$ cat src/sv/fcsg_pkg.sv
// shared types and constants for the filled circle span generator
package fcsg_pkg;

	localparam int MAX_RADIUS = 31;
	localparam int COORD_W    = 15;
	localparam int OUT_W      = 16;
	localparam int RAD_W      = 5;
	localparam int OFS_W      = RAD_W + 1;
	localparam int SQ_W       = 2 * RAD_W;

	typedef enum logic {
		ST_IDLE,
		ST_ISSUE
	} state_t;

	typedef struct packed {
		logic load;
		logic issue;
	} ctrl_cmd_t;

	typedef struct packed {
		logic adv;
		logic final_row;
	} dp_status_t;

	typedef struct packed {
		logic signed [OUT_W-1:0]   row;
		logic signed [COORD_W-1:0] cx;
		logic                      last;
		logic [SQ_W-1:0]           rem_n;
		logic [RAD_W-1:0]          root;
	} pipe_t;

endpackage

$ cat src/sv/fcsg_isqrt_stage.sv
// one registered bit step of the span half-width square root
module fcsg_isqrt_stage #(
	parameter int BIT = 0
) (
	input  logic           clk,
	input  logic           arst_n,
	input  logic           adv,
	input  logic           vld_in,
	input  fcsg_pkg::pipe_t d,
	output logic           vld_out,
	output fcsg_pkg::pipe_t q
);
	import fcsg_pkg::*;

	logic [RAD_W-1:0] cand;
	logic [SQ_W-1:0]  sq;
	pipe_t            nxt;
	pipe_t            stg_s1;
	logic             vld_s1;

	assign cand = d.root | (RAD_W'(1) << BIT);
	assign sq   = SQ_W'(cand) * SQ_W'(cand);

	always_comb begin
		nxt = d;
		if (sq <= d.rem_n) begin
			nxt.root = cand;
		end
	end

	always_ff @(posedge clk or negedge arst_n) begin
		if (!arst_n) begin
			vld_s1 <= 1'b0;
		end else if (adv) begin
			vld_s1 <= vld_in;
		end
	end

	always_ff @(posedge clk) begin
		if (adv) begin
			stg_s1 <= nxt;
		end
	end

	assign vld_out = vld_s1;
	assign q       = stg_s1;

endmodule

$ cat src/sv/fcsg_datapath.sv
// row counter, radius square pipeline and span output register
module fcsg_datapath (
	input  logic                                 clk,
	input  logic                                 arst_n,
	input  fcsg_pkg::ctrl_cmd_t                  cmd,
	output fcsg_pkg::dp_status_t                 status,
	input  logic signed [fcsg_pkg::COORD_W-1:0]  center_x,
	input  logic signed [fcsg_pkg::COORD_W-1:0]  center_y,
	input  logic [fcsg_pkg::RAD_W-1:0]           radius,
	output logic                                 span_valid,
	input  logic                                 span_ready,
	output logic signed [fcsg_pkg::OUT_W-1:0]    row,
	output logic signed [fcsg_pkg::OUT_W-1:0]    x_start,
	output logic signed [fcsg_pkg::OUT_W-1:0]    x_end,
	output logic                                 last_span
);
	import fcsg_pkg::*;

	localparam int NSTG = RAD_W;

	logic signed [COORD_W-1:0] cx_q;
	logic signed [COORD_W-1:0] cy_q;
	logic [RAD_W-1:0]          r_q;
	logic signed [OFS_W-1:0]   y_q;
	logic [RAD_W-1:0]          r_sat;
	logic [OFS_W-1:0]          y_neg;
	logic [RAD_W-1:0]          y_abs;
	logic [SQ_W-1:0]           r2;
	logic [SQ_W-1:0]           y2;
	logic                      adv;
	pipe_t                     head;
	pipe_t                     stg_s1;
	logic                      vld_s1;
	pipe_t                     stg   [0:NSTG];
	logic                      vld   [0:NSTG];
	logic                      vld_s7;
	logic signed [OUT_W-1:0]   row_s7;
	logic signed [OUT_W-1:0]   xs_s7;
	logic signed [OUT_W-1:0]   xe_s7;
	logic                      last_s7;

	assign adv   = !vld_s7 || span_ready;
	assign r_sat = (radius > RAD_W'(MAX_RADIUS)) ? RAD_W'(MAX_RADIUS) : radius;
	assign y_neg = -y_q;
	assign y_abs = y_q[OFS_W-1] ? y_neg[RAD_W-1:0] : y_q[RAD_W-1:0];
	assign r2    = SQ_W'(r_q) * SQ_W'(r_q);
	assign y2    = SQ_W'(y_abs) * SQ_W'(y_abs);

	assign status.adv       = adv;
	assign status.final_row = (y_q == {1'b0, r_q});

	always_ff @(posedge clk or negedge arst_n) begin
		if (!arst_n) begin
			r_q <= '0;
			y_q <= '0;
		end else if (cmd.load) begin
			r_q <= r_sat;
			y_q <= -{1'b0, r_sat};
		end else if (cmd.issue) begin
			y_q <= y_q + OFS_W'(1);
		end
	end

	always_ff @(posedge clk) begin
		if (cmd.load) begin
			cx_q <= center_x;
			cy_q <= center_y;
		end
	end

	always_comb begin
		head.row   = {cy_q[COORD_W-1], cy_q} + {{(OUT_W-OFS_W){y_q[OFS_W-1]}}, y_q};
		head.cx    = cx_q;
		head.last  = status.final_row;
		head.rem_n = r2 - y2;
		head.root  = '0;
	end

	// first stage: remaining square
	always_ff @(posedge clk or negedge arst_n) begin
		if (!arst_n) begin
			vld_s1 <= 1'b0;
		end else if (adv) begin
			vld_s1 <= cmd.issue;
		end
	end

	always_ff @(posedge clk) begin
		if (adv) begin
			stg_s1 <= head;
		end
	end

	assign vld[0] = vld_s1;
	assign stg[0] = stg_s1;

	// one root bit per stage, msb first
	for (genvar k = 0; k < NSTG; k++) begin : g_sqrt
		fcsg_isqrt_stage #(
			.BIT(NSTG - 1 - k)
		) u_stage (
			.clk    (clk),
			.arst_n (arst_n),
			.adv    (adv),
			.vld_in (vld[k]),
			.d      (stg[k]),
			.vld_out(vld[k+1]),
			.q      (stg[k+1])
		);
	end

	// output register
	always_ff @(posedge clk or negedge arst_n) begin
		if (!arst_n) begin
			vld_s7 <= 1'b0;
		end else if (adv) begin
			vld_s7 <= vld[NSTG];
		end
	end

	always_ff @(posedge clk) begin
		if (adv) begin
			row_s7  <= stg[NSTG].row;
			xs_s7   <= {stg[NSTG].cx[COORD_W-1], stg[NSTG].cx}
				- {{(OUT_W-RAD_W){1'b0}}, stg[NSTG].root};
			xe_s7   <= {stg[NSTG].cx[COORD_W-1], stg[NSTG].cx}
				+ {{(OUT_W-RAD_W){1'b0}}, stg[NSTG].root};
			last_s7 <= stg[NSTG].last;
		end
	end

	assign span_valid = vld_s7;
	assign row        = row_s7;
	assign x_start    = xs_s7;
	assign x_end      = xe_s7;
	assign last_span  = last_s7;

	a_span_order: assert property (@(posedge clk) disable iff (!arst_n)
		vld_s7 |-> (xe_s7 >= xs_s7))
		else $error("span end left of span start");

	a_load_offset: assert property (@(posedge clk) disable iff (!arst_n)
		cmd.load |=> (y_q[OFS_W-1] || y_q == '0))
		else $error("row offset not started at minus radius");

	a_last_tag: assert property (@(posedge clk) disable iff (!arst_n)
		(cmd.issue && adv && status.final_row) |=> (vld[0] && stg[0].last))
		else $error("final row issued without last tag");

endmodule

$ cat src/sv/fcsg_ctrl.sv
// controller state machine for circle load and row issue
module fcsg_ctrl (
	input  logic                 clk,
	input  logic                 arst_n,
	input  logic                 circle_valid,
	output logic                 circle_ready,
	input  fcsg_pkg::dp_status_t status,
	output fcsg_pkg::ctrl_cmd_t  cmd
);
	import fcsg_pkg::*;

	state_t state_q;
	state_t state_nxt;

	always_ff @(posedge clk or negedge arst_n) begin
		if (!arst_n) begin
			state_q <= ST_IDLE;
		end else begin
			state_q <= state_nxt;
		end
	end

	always_comb begin
		state_nxt    = state_q;
		circle_ready = 1'b0;
		cmd.load     = 1'b0;
		cmd.issue    = 1'b0;
		unique case (state_q)
			ST_IDLE: begin
				circle_ready = 1'b1;
				if (circle_valid) begin
					cmd.load  = 1'b1;
					state_nxt = ST_ISSUE;
				end
			end
			ST_ISSUE: begin
				cmd.issue = status.adv;
				if (status.adv && status.final_row) begin
					state_nxt = ST_IDLE;
				end
			end
			default: begin
				state_nxt = ST_IDLE;
			end
		endcase
	end

endmodule

$ cat src/sv/filled_circle_span_generator_core.sv
// top level of the filled circle span generator
// a circle's first span passes the remaining square, root bit and output registers
// throughput: one span per cycle from the row issue counter while not stalled
// 2*r+1 spans per circle; a new circle is taken in the cycle after the last row
// of the previous one issues
// reset: arst_n clears the controller and all pipeline valid bits, block idle
module filled_circle_span_generator_core (
	input  logic                                clk,
	input  logic                                arst_n,
	input  logic                                circle_valid,
	output logic                                circle_ready,
	input  logic signed [fcsg_pkg::COORD_W-1:0] center_x,
	input  logic signed [fcsg_pkg::COORD_W-1:0] center_y,
	input  logic [fcsg_pkg::RAD_W-1:0]          radius,
	output logic                                span_valid,
	input  logic                                span_ready,
	output logic signed [fcsg_pkg::OUT_W-1:0]   row,
	output logic signed [fcsg_pkg::OUT_W-1:0]   x_start,
	output logic signed [fcsg_pkg::OUT_W-1:0]   x_end,
	output logic                                last_span
);
	import fcsg_pkg::*;

	ctrl_cmd_t  cmd;
	dp_status_t status;

	fcsg_ctrl u_ctrl (
		.clk         (clk),
		.arst_n      (arst_n),
		.circle_valid(circle_valid),
		.circle_ready(circle_ready),
		.status      (status),
		.cmd         (cmd)
	);

	fcsg_datapath u_dp (
		.clk       (clk),
		.arst_n    (arst_n),
		.cmd       (cmd),
		.status    (status),
		.center_x  (center_x),
		.center_y  (center_y),
		.radius    (radius),
		.span_valid(span_valid),
		.span_ready(span_ready),
		.row       (row),
		.x_start   (x_start),
		.x_end     (x_end),
		.last_span (last_span)
	);

endmodule
$ cat config.mk
export PLATFORM = sky130hd
export DESIGN_NAME = filled_circle_span_generator_core
export DESIGN_NICKNAME = d
export VERILOG_FILES = /design/src/sv/fcsg_pkg.sv /design/src/sv/fcsg_isqrt_stage.sv /design/src/sv/fcsg_datapath.sv /design/src/sv/fcsg_ctrl.sv /design/src/sv/filled_circle_span_generator_core.sv
export SDC_FILE = /design/constraint.sdc
export NUM_CORES = 1
export LEC_CHECK = 0
export ABC_AREA = 1
export ABC_CLOCK_PERIOD_IN_PS = 6900
export BUFFER_PORTS_ARGS = -buffer_cell sky130_fd_sc_hd__buf_2
export CAP_MARGIN = 20
export CORE_UTILIZATION = 55
export CTS_BUF_LIST = sky130_fd_sc_hd__clkbuf_16
export DETAILED_ROUTE_END_ITERATION = 12
export MAX_ROUTING_LAYER = met4
export PLACE_DENSITY_LB_ADDON = 0.2
export SYNTH_ARGS = -nofsm -noshare
export SYNTH_HDL_FRONTEND = slang
export SYNTH_SLANG_ARGS = --single-unit
$ cat constraint.sdc
create_clock -name clk -period 6.9 [get_ports clk]
set_input_delay 0.345 -clock clk [delete_from_list [all_inputs] [get_ports clk]]
set_output_delay 0.345 -clock clk [all_outputs]
set_load 0.005 [all_outputs]
# After elaboration in Yosys (flattened, before gate mapping)
# Cells that the tools add are included.
totals:
  latch_bits: 0
  mem_bits_ro: 0
  out_inout_bits: 51
  word_cells: 84
  ramBits: 0
  mem_count: 0
  ff_bits: 365
classes:
  reduce_logical: 4
  n_mul: 6
  n_mux: 10
  n_eq_ne: 1
  order_cmp: 6
  bitwise_logic: 1
  n_shift: 0
  addsub: 7
  div_mod_pow: 0
ops:
  columns: ["op", "n"]
  rows:
  - ["$mul 5x5->10", 6]
  - ["$le 10x10->1", 4]
  - ["$add 15x6->16", 2]
  - ["$sub 15x6->16", 1]
  - ["$mux 6", 2]
  - ["$le 9x10->1 const A", 1]
  - ["$mux 5", 2]
  - ["$sub 10x10->10", 1]
  - ["$add 6x2->6 const B", 1]
  - ["$eq 6x5->1", 1]
  - ["$neg 5->6", 1]
  - ["$gt 5x5->1 const B", 1]
  - ["$mux 1", 5]
  - ["$neg 5->5", 1]
  - ["$pmux 1 s2", 1]
  - ["$reduce_bool 2->1", 1]
  - ["$logic_and 1x1->1", 1]
  - ["$logic_not 1->1", 1]
  - ["$logic_or 1x1->1", 1]
  - ["$not 1->1", 1]

# Longest topological paths before layout
depth:
  ltp_word: 5
  ltp_mapped: 26
  ltp_nobuf: 26

# Cells and area by module
# From an unflattened synthesis, not the netlist that was laid out.
hier_totals:
  cells_unflattened: 1676
  hier_area_um2: 19112.1
modules_own_cells:
  columns: ["mod", "cells_per_inst", "seq_area_each_um2", "area_per_inst_um2", "n_inst"]
  rows:
  - ["fcsg_datapath", 764, 3928.8, 7746.2, 1]
  - ["fcsg_isqrt_stage (u_dp.g_sqrt[4].u_stage)", 192, 1436.4, 2347.3, 1]
  - ["fcsg_isqrt_stage (u_dp.g_sqrt[0].u_stage)", 195, 1436.4, 2338.5, 1]
  - ["fcsg_isqrt_stage (u_dp.g_sqrt[3].u_stage)", 178, 1436.4, 2294.7, 1]
  - ["fcsg_isqrt_stage (u_dp.g_sqrt[1].u_stage)", 173, 1436.4, 2188.3, 1]
  - ["fcsg_isqrt_stage (u_dp.g_sqrt[2].u_stage)", 165, 1436.4, 2139.6, 1]
  - ["fcsg_ctrl", 9, 25.0, 57.6, 1]

# Least setup slack after synthesis
# Ideal clock, no wire load.
synth_path:
  path_type: "register to register"
  from: "register u_dp.y_q[0]"
  to: "register u_dp.stg_s1, in the netlist u_dp.stg[249] (data pin)"
  path_stages_with_launch: 21
  period_less_slack_ps: 5167
  path_buffers: 0
  setup_ps: 252
  slack_ps: 1733
  t_arrival_ps: 4915
  required_time_ps: 6648
  cell_sequence: "dfrtp_1 -> inv_1 -> ha_1 -> or2_1 -> o21ai_1 -> nor2_1 -> fa_1 -> inv_1 -> fa_1 -> fa_1 -> fa_1 -> inv_1 -> fa_1 -> inv_1 -> ha_1 -> a21oi_1 -> nand2_1 -> nand3_1 -> nand2b_1 -> nand3_1 -> nand2_1"
synth_rtl:
  columns: ["item", "line_no", "text"]
  rows:
  - ["start: declaration", "fcsg_datapath.sv:24", "logic signed [OFS_W-1:0] y_q;"]
  - ["start signal: assignment", "fcsg_datapath.sv:58", "y_q <= -{1'b0, r_sat};"]
  - ["start signal: assignment", "fcsg_datapath.sv:60", "y_q <= y_q + OFS_W'(1);"]
  - ["end signal: assignment", "fcsg_datapath.sv:90", "stg_s1 <= head;"]
  - ["end: declaration", "fcsg_datapath.sv:32", "pipe_t stg_s1;"]

==> metrics.txt <==
Post-CTS Resized 0; EDFF count, synth between 300 and 400; fill count 2,068; worst path arrival time 5.90 ns; Core Region 0.02801 sq mm; Iter 0 DRT Violations between 400 and 500; Fmax around 180 MHz; Initial DRT Pass Iterations 6; setup TNS 0 ns; Antenna Cells 0; vias per inst 4.899; outcome complete, no violations; asr flop ratio synth 0.05367; GR Overflow Total 0; CP Max Fanout 9; Crit path top cell by count fa_1; area growth from synthesis to layout 14.50%; Slew headroom 0.2981; FF/Latch Area between 0.01 and 0.015 sq mm; layout cell share with drive strength beyond 1 0.1301; antenna-violating nets left 0; vias in the first global route between 8,000 and 9,000; clock sink total ~350; Initial Util 0.5630; Hold-fix buffers, CTS 27; Syn Area/Cell about 13 sq um; clk_lat worst skew about 0.5 ns; CP Cell Sequence inv_1 > ha_1 > or2_1 > o21ai_1 > nor2_1 > fa_1 > inv_1 > fa_1 > fa_1 > fa_1 > inv_1 > fa_1 > inv_1 > ha_1 > a21oi_1 > nand2_1 > nand3_1 > nand2b_1 > nand3_1 > nand2_1; total number of vias 8,514; clk slew on worst S/H paths ~0.070 ns; CTS tree done; Port Buffers around 90; most frequent cell after synthesis edfxtp_1; Avg WL per Cell 13.37 um; fin nets 1,507; Final Hold Fails 0; # Max-Cap Violations 0; largest net degree at the start of global routing between 150 and 200; hpwl dp 15,950 um; initial antenna violation count 0; Critical Path Start Type register; Setup Fix Bufs, Post-CTS 0; Final Max Tran Viols 0; Primary FF master, synth edfxtp_1; Synth area leader edfxtp_1; TritonCTS Buffers 36; Remaining DRCs 0; RSZ-0062 raised after global routing false; WP data required around 7.2 ns; top cells by count, synth edfxtp_1, nand2_1, inv_1; die span in x around 170 um; CP Capture Type register; top-area cell type share of the netlist area 0.6379; CTS max path bufs 3; routability congestion estimate around 0.9; multi-input logic area 0.004449 sq mm; first-pass GRT wire length between 30,000 and 40,000 um; CTS Root Cell clkbuf_16; die area about 0.029 sq mm; row cnt ~60; clock skew around 0.018 ns; final wirelength 23,230 um; post-layout min period 5.626 ns; Crit Path Class register to register; Distinct cells, synth a little over 50; worst min path class input port to register; Yosys reg bits around 350; net count after synthesis roughly 1,400; synth top area cells edfxtp_1, ha_1, nand2_1; Final setup viols 0; Syn Inst Count around 1,200; fraction of the cycle the final worst path needs 0.8153; GRT Total Usage 0.1702; Worst Tran Pin Value between 1 and 1.5 ns; chip height roughly 170 um; Synth Warn # 0; sequential share of the synthesized area 0.6680; io pins 90; slowest stage cell, crit path dfrtp_1; Syn Std Cell Area about 0.016 sq mm; CTS H-Tree Depth 2; Slowest Stage Delay on Critical Path about 0.55 ns
## layer usage
metal	global-route usage	vias to the layer above	wire length (um)
li1	-	4360	-
met1	0.1970	3944	9978
met2	0.2989	165	11740
met3	0.02968	45	930
met4	0.05901	0	584
met5	-	-	0
## stage by stage
step,setup WS (ns),hold slack [ns],utilization,cells,cell area (sq um)
after floorplan,1.733,0.04941,-,1191,15770
after global placement,1.434,0.3211,0.5945,1649,16650
after detailed placement,1.259,0.3262,0.5945,1649,16650
after CTS,1.254,0.007151,0.6446,1738,18060
after global routing,0.9478,0.007570,0.6446,1738,18060
final,1.274,0.02462,0.6446,1738,18060
## placed cells by master, fill, tap and decap left out, types with 2 or more instances in the layout
master	n
xnor2_1	10
nor2_1	52
nand2_1	206
bufinv_16	4
nor2_2	2
o211ai_1	4
inv_1	186
a21oi_2	3
a21oi_1	40
nand4_1	20
fa_1	30
dlygate4sd3_1	27
o21ai_2	5
ha_1	102
o21a_1	2
clkbuf_16	36
nor3_1	7
nand2_2	5
nand3_2	2
or2_2	4
nand3b_1	4
o21bai_1	2
clkinv_2	4
inv_2	9
a22oi_1	2
a31oi_1	4
nand3_1	46
o21ai_1	3
o21ai_0	22
dfrtp_1	19
or2_1	2
edfxtp_1	335
buf_2	89
clkinv_1	8
xor2_1	37
nor2_4	3
inv_6	2
## state kept, by name, indices dropped and copies added, names as in the netlist, 6 cells and up
register	cells
u_dp.y_q	6
u_dp.cy_q	15
u_dp.x_end	16
u_dp.x_start	15
u_dp.cx_q	15
u_dp.g_sqrt.u_stage.q	215
u_dp.stg	42
u_dp.row	16
## cell families after synthesis
logic type	Yosys count	synth area share
adder cells (fa/ha/maj)	132	0.1190
flip-flops	354	0.6680
AO/OA/AOI/OAI	94	0.03570
AND/OR/NAND/NOR	362	0.1011
XOR/XNOR	47	0.02610
other	1	0.0002378
buffers and inverters	201	0.04983
## final timing paths
kind                                              startpoint                      endpoint  slack, ns  depth (start not counted)
worst max-delay path                             u_dp.y_q[0]                 u_dp.stg[249]       1.27                         20
worst min-delay path                             center_x[0]                  u_dp.cx_q[0]       0.02                          1
worst max register to register                   u_dp.y_q[0]                 u_dp.stg[249]       1.27                         20
worst min register to register  u_dp.g_sqrt[3].u_stage.q[35]  u_dp.g_sqrt[4].u_stage.q[35]       0.41                          0
max in group asynchronous                             arst_n                   u_dp.y_q[0]       6.26                          2
min in group asynchronous                             arst_n                   u_dp.y_q[4]       0.32                          2
## critical path, delay by kind of cell (launching register included)
family                     cells  cell delay (ns)
AOI/OAI and AO/OA              2             0.40
adders and majority gates      7             3.27
buffers and inverters          4             0.36
DFF                            1             0.55
and+or+nand+nor                7             0.79
## cell type report
type | count | share of cell area
Tap cell | 378 | 0.02619
Sequential cell | 354 | 0.5835
Clock buffer | 36 | 0.04989
Inverter | 190 | 0.03991
Clock inverter | 26 | 0.01296
Timing Repair Buffer | 118 | 0.04116
Multi-Input combinational cell | 636 | 0.2464
Power is not shown: default switching activity piles up to over one toggle a cycle in this logic, so the estimate is an artifact.
